$ cat src/cdq_pkg.sv
// ----------------------------------------------------------------------------
// cdq_pkg: shared definitions for the circular deque
// Operation codes, status codes, default depth and the controller command
// bundle.
// ----------------------------------------------------------------------------
package cdq_pkg;

  localparam int DEPTH_DEFAULT = 8;
  localparam int DATA_W        = 32;

  localparam logic [2:0] KIND_PUSH_FRONT = 3'd0;
  localparam logic [2:0] KIND_PUSH_REAR  = 3'd1;
  localparam logic [2:0] KIND_POP_FRONT  = 3'd2;
  localparam logic [2:0] KIND_POP_REAR   = 3'd3;
  localparam logic [2:0] KIND_PEEK_FRONT = 3'd4;
  localparam logic [2:0] KIND_PEEK_REAR  = 3'd5;

  localparam logic [1:0] STAT_OK    = 2'd0;
  localparam logic [1:0] STAT_FULL  = 2'd1;
  localparam logic [1:0] STAT_EMPTY = 2'd2;

  typedef struct packed {
    logic load;     // capture the incoming request
    logic exec;     // perform the captured operation
    logic respond;  // present the result for one cycle
  } cdq_cmd_t;

endpackage

$ cat src/circular_deque_core.sv
// ----------------------------------------------------------------------------
// circular_deque_core: double-ended queue in a ring of DEPTH slots
// After the edge that accepts start the controller is in execute, then in
// respond, where the result strobe is high and the result is taken.
// Each request passes capture, execute with the one slot access, and respond;
// a new one is accepted only back in idle, and busy is high in execute and respond.
// Reset (rst_n low, synchronous) empties the deque; slot contents stay unset.
// The receiver cannot stall: each result is marked on out_valid for one cycle.
// ----------------------------------------------------------------------------
module circular_deque_core
  import cdq_pkg::*;
#(
  parameter int DEPTH = DEPTH_DEFAULT
) (
  input  logic                     clk,
  input  logic                     rst_n,
  input  logic                     start,
  output logic                     busy,
  input  logic [2:0]               in_kind,
  input  logic signed [DATA_W-1:0] in_value,
  output logic                     out_valid,
  output logic signed [DATA_W-1:0] out_data,
  output logic [1:0]               out_status,
  output logic                     out_now_empty,
  output logic                     out_now_full
);

  // The controller sequences each request; the datapath holds the slots and
  // the front and rear pointers. One slot always stays free, so the ring holds
  // at most DEPTH-1 values, and full is detected when the rear pointer's
  // successor meets the front pointer.
  cdq_cmd_t cmd;

  cdq_ctrl u_ctrl (
    .clk   (clk),
    .rst_n (rst_n),
    .start (start),
    .busy  (busy),
    .cmd   (cmd)
  );

  // Rejected pushes and pops report full or empty status and leave the
  // pointers untouched; the flags always reflect the state after the request.
  cdq_datapath #(
    .DEPTH (DEPTH)
  ) u_dp (
    .clk        (clk),
    .rst_n      (rst_n),
    .cmd        (cmd),
    .in_kind    (in_kind),
    .in_value   (in_value),
    .res_data   (out_data),
    .res_status (out_status),
    .res_empty  (out_now_empty),
    .res_full   (out_now_full)
  );

  // The respond phase lasts exactly one cycle per request.
  assign out_valid = cmd.respond;

endmodule

$ cat src/cdq_ctrl.sv
// ----------------------------------------------------------------------------
// cdq_ctrl: request sequencer
// Walks each request through capture, execute and respond.
// ----------------------------------------------------------------------------
module cdq_ctrl
  import cdq_pkg::*;
(
  input  logic     clk,
  input  logic     rst_n,
  input  logic     start,
  output logic     busy,
  output cdq_cmd_t cmd
);

  localparam logic [1:0] S_IDLE = 2'd0;
  localparam logic [1:0] S_EXEC = 2'd1;
  localparam logic [1:0] S_RESP = 2'd2;

  logic [1:0] state_r;
  logic [1:0] state_nxt;

  always_comb begin
    state_nxt = state_r;
    unique case (state_r)
      S_IDLE: begin
        if (start) begin
          state_nxt = S_EXEC;
        end
      end
      S_EXEC: state_nxt = S_RESP;
      S_RESP: state_nxt = S_IDLE;
      default: state_nxt = S_IDLE;
    endcase
  end

  always_ff @(posedge clk) begin
    if (!rst_n) begin
      state_r <= S_IDLE;
    end else begin
      state_r <= state_nxt;
    end
  end

  assign busy        = (state_r != S_IDLE);
  assign cmd.load    = (state_r == S_IDLE) && start;
  assign cmd.exec    = (state_r == S_EXEC);
  assign cmd.respond = (state_r == S_RESP);

  a_accept_runs: assert property (@(posedge clk) disable iff (!rst_n)
    cmd.load |=> cmd.exec)
    else $error("accepted request did not enter execute");

  a_resp_after_exec: assert property (@(posedge clk) disable iff (!rst_n)
    cmd.exec |=> cmd.respond)
    else $error("execute was not followed by a response");

  a_one_cmd: assert property (@(posedge clk) disable iff (!rst_n)
    $onehot0({cmd.load, cmd.exec, cmd.respond}))
    else $error("more than one command active");

endmodule

$ cat src/cdq_datapath.sv
// ----------------------------------------------------------------------------
// cdq_datapath: slot memory, ring pointers and result registers
// Executes one captured operation when commanded.
// ----------------------------------------------------------------------------
module cdq_datapath
  import cdq_pkg::*;
#(
  parameter int DEPTH = DEPTH_DEFAULT
) (
  input  logic                     clk,
  input  logic                     rst_n,
  input  cdq_cmd_t                 cmd,
  input  logic [2:0]               in_kind,
  input  logic signed [DATA_W-1:0] in_value,
  output logic signed [DATA_W-1:0] res_data,
  output logic [1:0]               res_status,
  output logic                     res_empty,
  output logic                     res_full
);

  localparam int AW = $clog2(DEPTH);
  localparam logic [AW-1:0] LAST = AW'(DEPTH - 1);

  logic [DATA_W-1:0] mem [DEPTH];

  logic [2:0]        kind_r;
  logic [DATA_W-1:0] value_r;
  logic [AW-1:0]     front_r, front_nxt;
  logic [AW-1:0]     rear_r, rear_nxt;
  logic [1:0]        status_r, status_nxt;
  logic [DATA_W-1:0] rd_data_r;
  logic              rd_hit_r;

  logic [AW-1:0] front_inc, front_dec, rear_inc, rear_dec;
  logic          empty, full;
  logic          wr_en, rd_en;
  logic [AW-1:0] wr_addr, rd_addr;

  assign front_inc = (front_r == LAST) ? '0 : front_r + 1'b1;
  assign front_dec = (front_r == '0) ? LAST : front_r - 1'b1;
  assign rear_inc  = (rear_r == LAST) ? '0 : rear_r + 1'b1;
  assign rear_dec  = (rear_r == '0) ? LAST : rear_r - 1'b1;
  assign empty     = (front_r == rear_r);
  assign full      = (rear_inc == front_r);

  always_comb begin
    front_nxt  = front_r;
    rear_nxt   = rear_r;
    status_nxt = STAT_OK;
    wr_en      = 1'b0;
    rd_en      = 1'b0;
    wr_addr    = front_r;
    rd_addr    = rear_r;
    unique case (kind_r)
      KIND_PUSH_FRONT: begin
        if (full) begin
          status_nxt = STAT_FULL;
        end else begin
          wr_en     = 1'b1;
          wr_addr   = front_r;
          front_nxt = front_dec;
        end
      end
      KIND_PUSH_REAR: begin
        if (full) begin
          status_nxt = STAT_FULL;
        end else begin
          wr_en    = 1'b1;
          wr_addr  = rear_inc;
          rear_nxt = rear_inc;
        end
      end
      KIND_POP_FRONT: begin
        if (empty) begin
          status_nxt = STAT_EMPTY;
        end else begin
          rd_en     = 1'b1;
          rd_addr   = front_inc;
          front_nxt = front_inc;
        end
      end
      KIND_POP_REAR: begin
        if (empty) begin
          status_nxt = STAT_EMPTY;
        end else begin
          rd_en    = 1'b1;
          rd_addr  = rear_r;
          rear_nxt = rear_dec;
        end
      end
      KIND_PEEK_FRONT: begin
        if (empty) begin
          status_nxt = STAT_EMPTY;
        end else begin
          rd_en   = 1'b1;
          rd_addr = front_inc;
        end
      end
      KIND_PEEK_REAR: begin
        if (empty) begin
          status_nxt = STAT_EMPTY;
        end else begin
          rd_en   = 1'b1;
          rd_addr = rear_r;
        end
      end
      default: begin
        // Unknown operations leave everything alone and report ok.
      end
    endcase
  end

  always_ff @(posedge clk) begin
    if (cmd.load) begin
      kind_r  <= in_kind;
      value_r <= in_value;
    end
    if (cmd.exec) begin
      status_r  <= status_nxt;
      rd_data_r <= mem[rd_addr];
      if (wr_en) begin
        mem[wr_addr] <= value_r;
      end
    end
  end

  always_ff @(posedge clk) begin
    if (!rst_n) begin
      front_r  <= '0;
      rear_r   <= '0;
      rd_hit_r <= 1'b0;
    end else if (cmd.exec) begin
      front_r  <= front_nxt;
      rear_r   <= rear_nxt;
      rd_hit_r <= rd_en;
    end
  end

  assign res_data   = rd_hit_r ? signed'(rd_data_r) : '0;
  assign res_status = status_r;
  assign res_empty  = empty;
  assign res_full   = full;

  a_front_range: assert property (@(posedge clk) disable iff (!rst_n)
    front_r <= LAST)
    else $error("front pointer left the ring");

  a_rear_range: assert property (@(posedge clk) disable iff (!rst_n)
    rear_r <= LAST)
    else $error("rear pointer left the ring");

  a_reject_holds: assert property (@(posedge clk) disable iff (!rst_n)
    (cmd.exec && status_nxt != STAT_OK) |=> ($stable(front_r) && $stable(rear_r)))
    else $error("rejected operation moved a pointer");

endmodule
$ cat config.mk
export PLATFORM = sky130hd
export DESIGN_NAME = circular_deque_core
export DESIGN_NICKNAME = d
export VERILOG_FILES = /design/src/cdq_pkg.sv /design/src/circular_deque_core.sv /design/src/cdq_ctrl.sv /design/src/cdq_datapath.sv
export SDC_FILE = /design/constraint.sdc
export NUM_CORES = 1
export LEC_CHECK = 0
export CAP_MARGIN = 5
export CORE_UTILIZATION = 60
export DETAILED_ROUTE_END_ITERATION = 6
export DONT_BUFFER_PORTS = 1
export MAX_ROUTING_LAYER = met4
export PLACE_DENSITY = 0.76
export SLEW_MARGIN = 0
export SYNTH_ARGS = -nofsm -noshare
export SYNTH_HDL_FRONTEND = slang
export SYNTH_HIERARCHICAL = 1
export SYNTH_SLANG_ARGS = --single-unit
$ cat constraint.sdc
create_clock -name clk -period 4.1 [get_ports clk]
set_input_delay 0 -clock clk [delete_from_list [all_inputs] [get_ports clk]]
set_output_delay 0 -clock clk [all_outputs]
set_load 0.005 [all_outputs]
==> run_results.csv <==
group,metric,value,unit
placed_design,place_inst,947,
worst_setup_path,rrSetupSlack,0.80,ns
clock_network,clock-sinks,334,
worst_setup_path,critPathMaxFanout,20,
die,die_height,150,microns
sta,hold_viol_final,0,
worst_hold_path,hold_path.class,"in2reg",
power,total_leakage_power,4.72,nW
grt,gr-usage-met3,0.0402,
clock_network,reg_clk_slew_reported_paths,0.06,ns
clock_network,ctsHtreeMaxLevel,2,
placed_design,place.port_buffers,0,
worst_setup_path,worst_setup_path_start_kind,"register",
detailed_routing,post_drt_via_cell_ratio,6.05,
layout,nFillCells,1320,
detailed_routing,final_antenna_net_count,0,
sta,setup_repair_after_global_routing_missed_its_margin,"no",
detailed_routing,drt_wl_total,24900,microns
logic_synthesis,synth_enable_flop_cells,325,
grt,grt_overflow_total,0,
clock_network,clock_insertion_delay_worst_skew,0.51,ns
sta,fin_setup_tns,0,ns
status,outcome,"finished clean",
layout,antenna_cells,0,
sta,tightestPinTransition,1.01,ns
worst_setup_path,timing.reg2reg.worst_path_depth,7,
placed_design,dp_hpwl,13500,microns
worst_setup_path,setup.worst_path.end_class,"register",
worst_setup_path,worstReg2RegStart,"u_dp/kind_r[2]$_DFFE_PP_",
layout,layout-drive-gt1-share,0.233,
die,core_region_area,21200,sq um
logic_synthesis,synth_cell_types,40,
run,max_cap_violations,0,
clock_network,cts_buffers,34,
logic_synthesis,synth_top_cell_area_share,0.745,
detailed_routing,detailedRoute.firstPassIterationCount,4,
logic_synthesis,async_reset_ff_frac,0,
grt,via_count_of_the_first_global_routing_pass,6663,
sta,worst_max_slew_margin_expressed_relative_to_the_limit,0.315,
logic_synthesis,post_synth.cell_area_avg,19.0,sq um
sta,fin_skew,0.0157,ns
sta,min_period_over_period,0.805,
grt,gr-usage-met1,0.298,
logic_synthesis,synth.largest_area_cell,"sky130_fd_sc_hd__edfxtp_1",
sta,finish_stage_setup_viols,0,
sta,final_max_slew_viol_count,0,
power,peakVddDrop,0.483,mV
clock_network,clk_root_buffer_cell,"sky130_fd_sc_hd__clkbuf_16",
detailed_routing,post-route-drc-count,0,
logic_synthesis,ys_seq_elements,334,
worst_hold_path,startpoint_of_the_tightest_hold_check_path,"in_value[23]",
detailed_routing,routedWlPerCell,23.9,microns
clock_network,cts_tree,"done",
grt,use_met2,0.400,
worst_setup_path,timing.setup.critical_path_class,"reg2reg",
worst_hold_path,min_path_cells,1,
clock_network,number_of_gates_given_a_new_drive_strength_after_cts,0,
logic_synthesis,synthCells,689,
detailed_routing,routed-via-count,6313,
die,width_of_the_die,150,microns
die,initial_core_util,0.618,
die,placementRows,53,
worst_setup_path,cp.required,4.32,ns
logic_synthesis,number_of_warnings_issued_by_yosys,6,
grt,wire_length_of_the_first_global_routing_pass,38000,microns
logic_synthesis,syn-num-nets,735,
grt,grt_antenna_before_repair,0,
logic_synthesis,synth_area,13100,sq um
layout,stdcell_count,1044,
layout,areaGrowthSynthToFinish,13.8,%
worst_hold_path,min_delay_worst_endpoint,"u_dp/value_r[23]$_DFFE_PP_",
logic_synthesis,ys_top_cells_by_area,"sky130_fd_sc_hd__edfxtp_1 (74%), sky130_fd_sc_hd__mux2_2 (5.5%), sky130_fd_sc_hd__mux2i_1 (5.3%)",
die,count_of_boundary_i_o_pins,76,
grt,grt.total_usage,0.238,
die,dieArea,22400,sq um
clock_network,clk_path_buf_depth,3,
worst_setup_path,timing.critical_path.arrival,3.52,ns
grt,grt_busiest_layer,"met2",
logic_synthesis,sequential_fraction_of_the_synthesis_area,0.758,
power,p_per_area,472,nW/um^2
logic_synthesis,synth_ff_type,"sky130_fd_sc_hd__edfxtp_1",
placed_design,gp_congestion,0.879,
sta,period_needed,3.30,ns
detailed_routing,drt_first_iter_violations,408,
layout,design.final.nets,791,
sta,clock.fmax,303,MHz
worst_setup_path,worst_r2r_endpoint,"u_dp/rd_data_r[21]$_DFFE_PP_",
grt,maximum_number_of_pins_on_one_net_before_global_route_repair,51,
==> sequential cells by signal, indices dropped and copies added, names as in the netlist <==
| name | count |
|---|---|
| u_dp/mem | 256 |
| u_dp/res_status | 2 |
| u_dp/rd_hit_r | 1 |
| u_ctrl/state_r | 2 |
| u_dp/value_r | 32 |
| u_dp/rear_r | 3 |
| u_dp/rd_data_r | 32 |
| u_dp/front_r | 3 |
| u_dp/kind_r | 3 |
==> stage by stage <==
stage	setup WS, ns	power, W	hold slack (ns)	utilization	area [sq um]
2_1_floorplan	0.659	0.00409	0.0989	-	13100
3_3_place_gp	0.954	0.00415	0.0989	0.636	13500
3_5_place_dp	0.791	0.00417	0.0989	0.636	13500
4_1_cts	0.772	0.00710	0.0967	0.703	14900
5_1_grt	0.605	0.00725	0.105	0.703	14900
6_report	0.801	0.00704	0.122	0.703	14900
==> how the worst max path moves through the flow <==
stage	startpoint	end	slack, ns	cells past startpoint
finish	u_dp/kind_r[2]$_DFFE_PP_	u_dp/rd_data_r[21]$_DFFE_PP_	0.80	7
global route	u_dp/kind_r[2]$_DFFE_PP_	u_dp/rd_data_r[21]$_DFFE_PP_	0.60	7
CTS	u_dp/kind_r[2]$_DFFE_PP_	u_dp/rd_data_r[21]$_DFFE_PP_	0.77	7
detailed placement	u_dp/kind_r[2]$_DFFE_PP_	u_dp/rd_data_r[21]$_DFFE_PP_	0.79	7
global placement	u_dp/kind_r[1]$_DFFE_PP_	u_dp/rd_data_r[14]$_DFFE_PP_	0.95	7
floorplan	u_dp/rear_r[0]$_SDFFE_PN0P_	u_dp/mem[1][0]$_DFFE_PP_	0.66	8
==> Yosys cell counts (all sizes together), types with 8 or more instances <==
cell type and number:
edfxtp 325, mux2i 70, mux2 65, and2 33, a221oi 32, o22ai 32, buf 24, nor2 20
clkbuf 10, dfxtp 9, ha 8, xnor2 8
==> where the power goes <==
part	internal (W)	total [W]	switching, W
clock network	0.00172	0.00292	0.00120
registers	0.00382	0.00387	0.0000570
logic	0.000110	0.000250	0.000139
total	0.00565	0.00704	0.00139
==> placed cells by master (no fill, tap or decap), drive strengths merged, types with 5 or more instances in the layout <==
master	synthesis	final
a221oi	32	32
and2	33	33
buf	24	17
a21oi	5	5
nor2	20	20
inv	7	9
dfxtp	9	9
xnor2	8	8
o22ai	32	32
clkbuf	10	42
mux2	65	65
edfxtp	325	325
mux2i	70	70
ha	8	8
dlygate4sd3	0	37
a211oi	5	5
clkinv	0	13
==> layer usage <==
| metal | share of wire | vias to the layer above |
|---|---|---|
| li1 | - | 2856 |
| met1 | 0.42 | 3261 |
| met3 | 0.043 | 48 |
| met2 | 0.52 | 148 |
| met5 | 0 | - |
| met4 | 0.024 | 0 |
==> worst max-delay path: stages, from the launching register on <==
cell and delay, ns:
sky130_fd_sc_hd__edfxtp_1 0.48, sky130_fd_sc_hd__xnor2_1 0.23, sky130_fd_sc_hd__a311oi_2 0.49, sky130_fd_sc_hd__mux2i_1 0.58, sky130_fd_sc_hd__nand2_1 0.52, sky130_fd_sc_hd__buf_4 0.41, sky130_fd_sc_hd__o22ai_1 0.26, sky130_fd_sc_hd__a221oi_2 0.05
==> area by class of cell <==
cell class	count	area (sq um)	share of cell area
clock buffer	42	881	0.0591
clock inverter	18	176	0.0118
inverter	7	26.3	0.00176
multi-input combinational	314	2970	0.199
sequential	334	9940	0.666
tap	275	344	0.0231
timing repair buffer	54	573	0.0384
==> cells by family after synthesis <==
kind of cell             share of synthesized area
AO/OA/AOI/OAI                               0.0601
XOR/XNOR                                   0.00535
adder cells (fa/ha/maj)                    0.00764
buffers and inverters                       0.0217
flip-flops                                   0.758
multiplexers                                 0.110
AND/OR/NAND/NOR                             0.0372
==> repair_timing <==
action / in CTS / in global routing
hold buffers: 37 / 0
buffers inserted: 0 / 0
endpoints found under the hold margin: 44 / 0
Power figures use the tool's default switching activity.
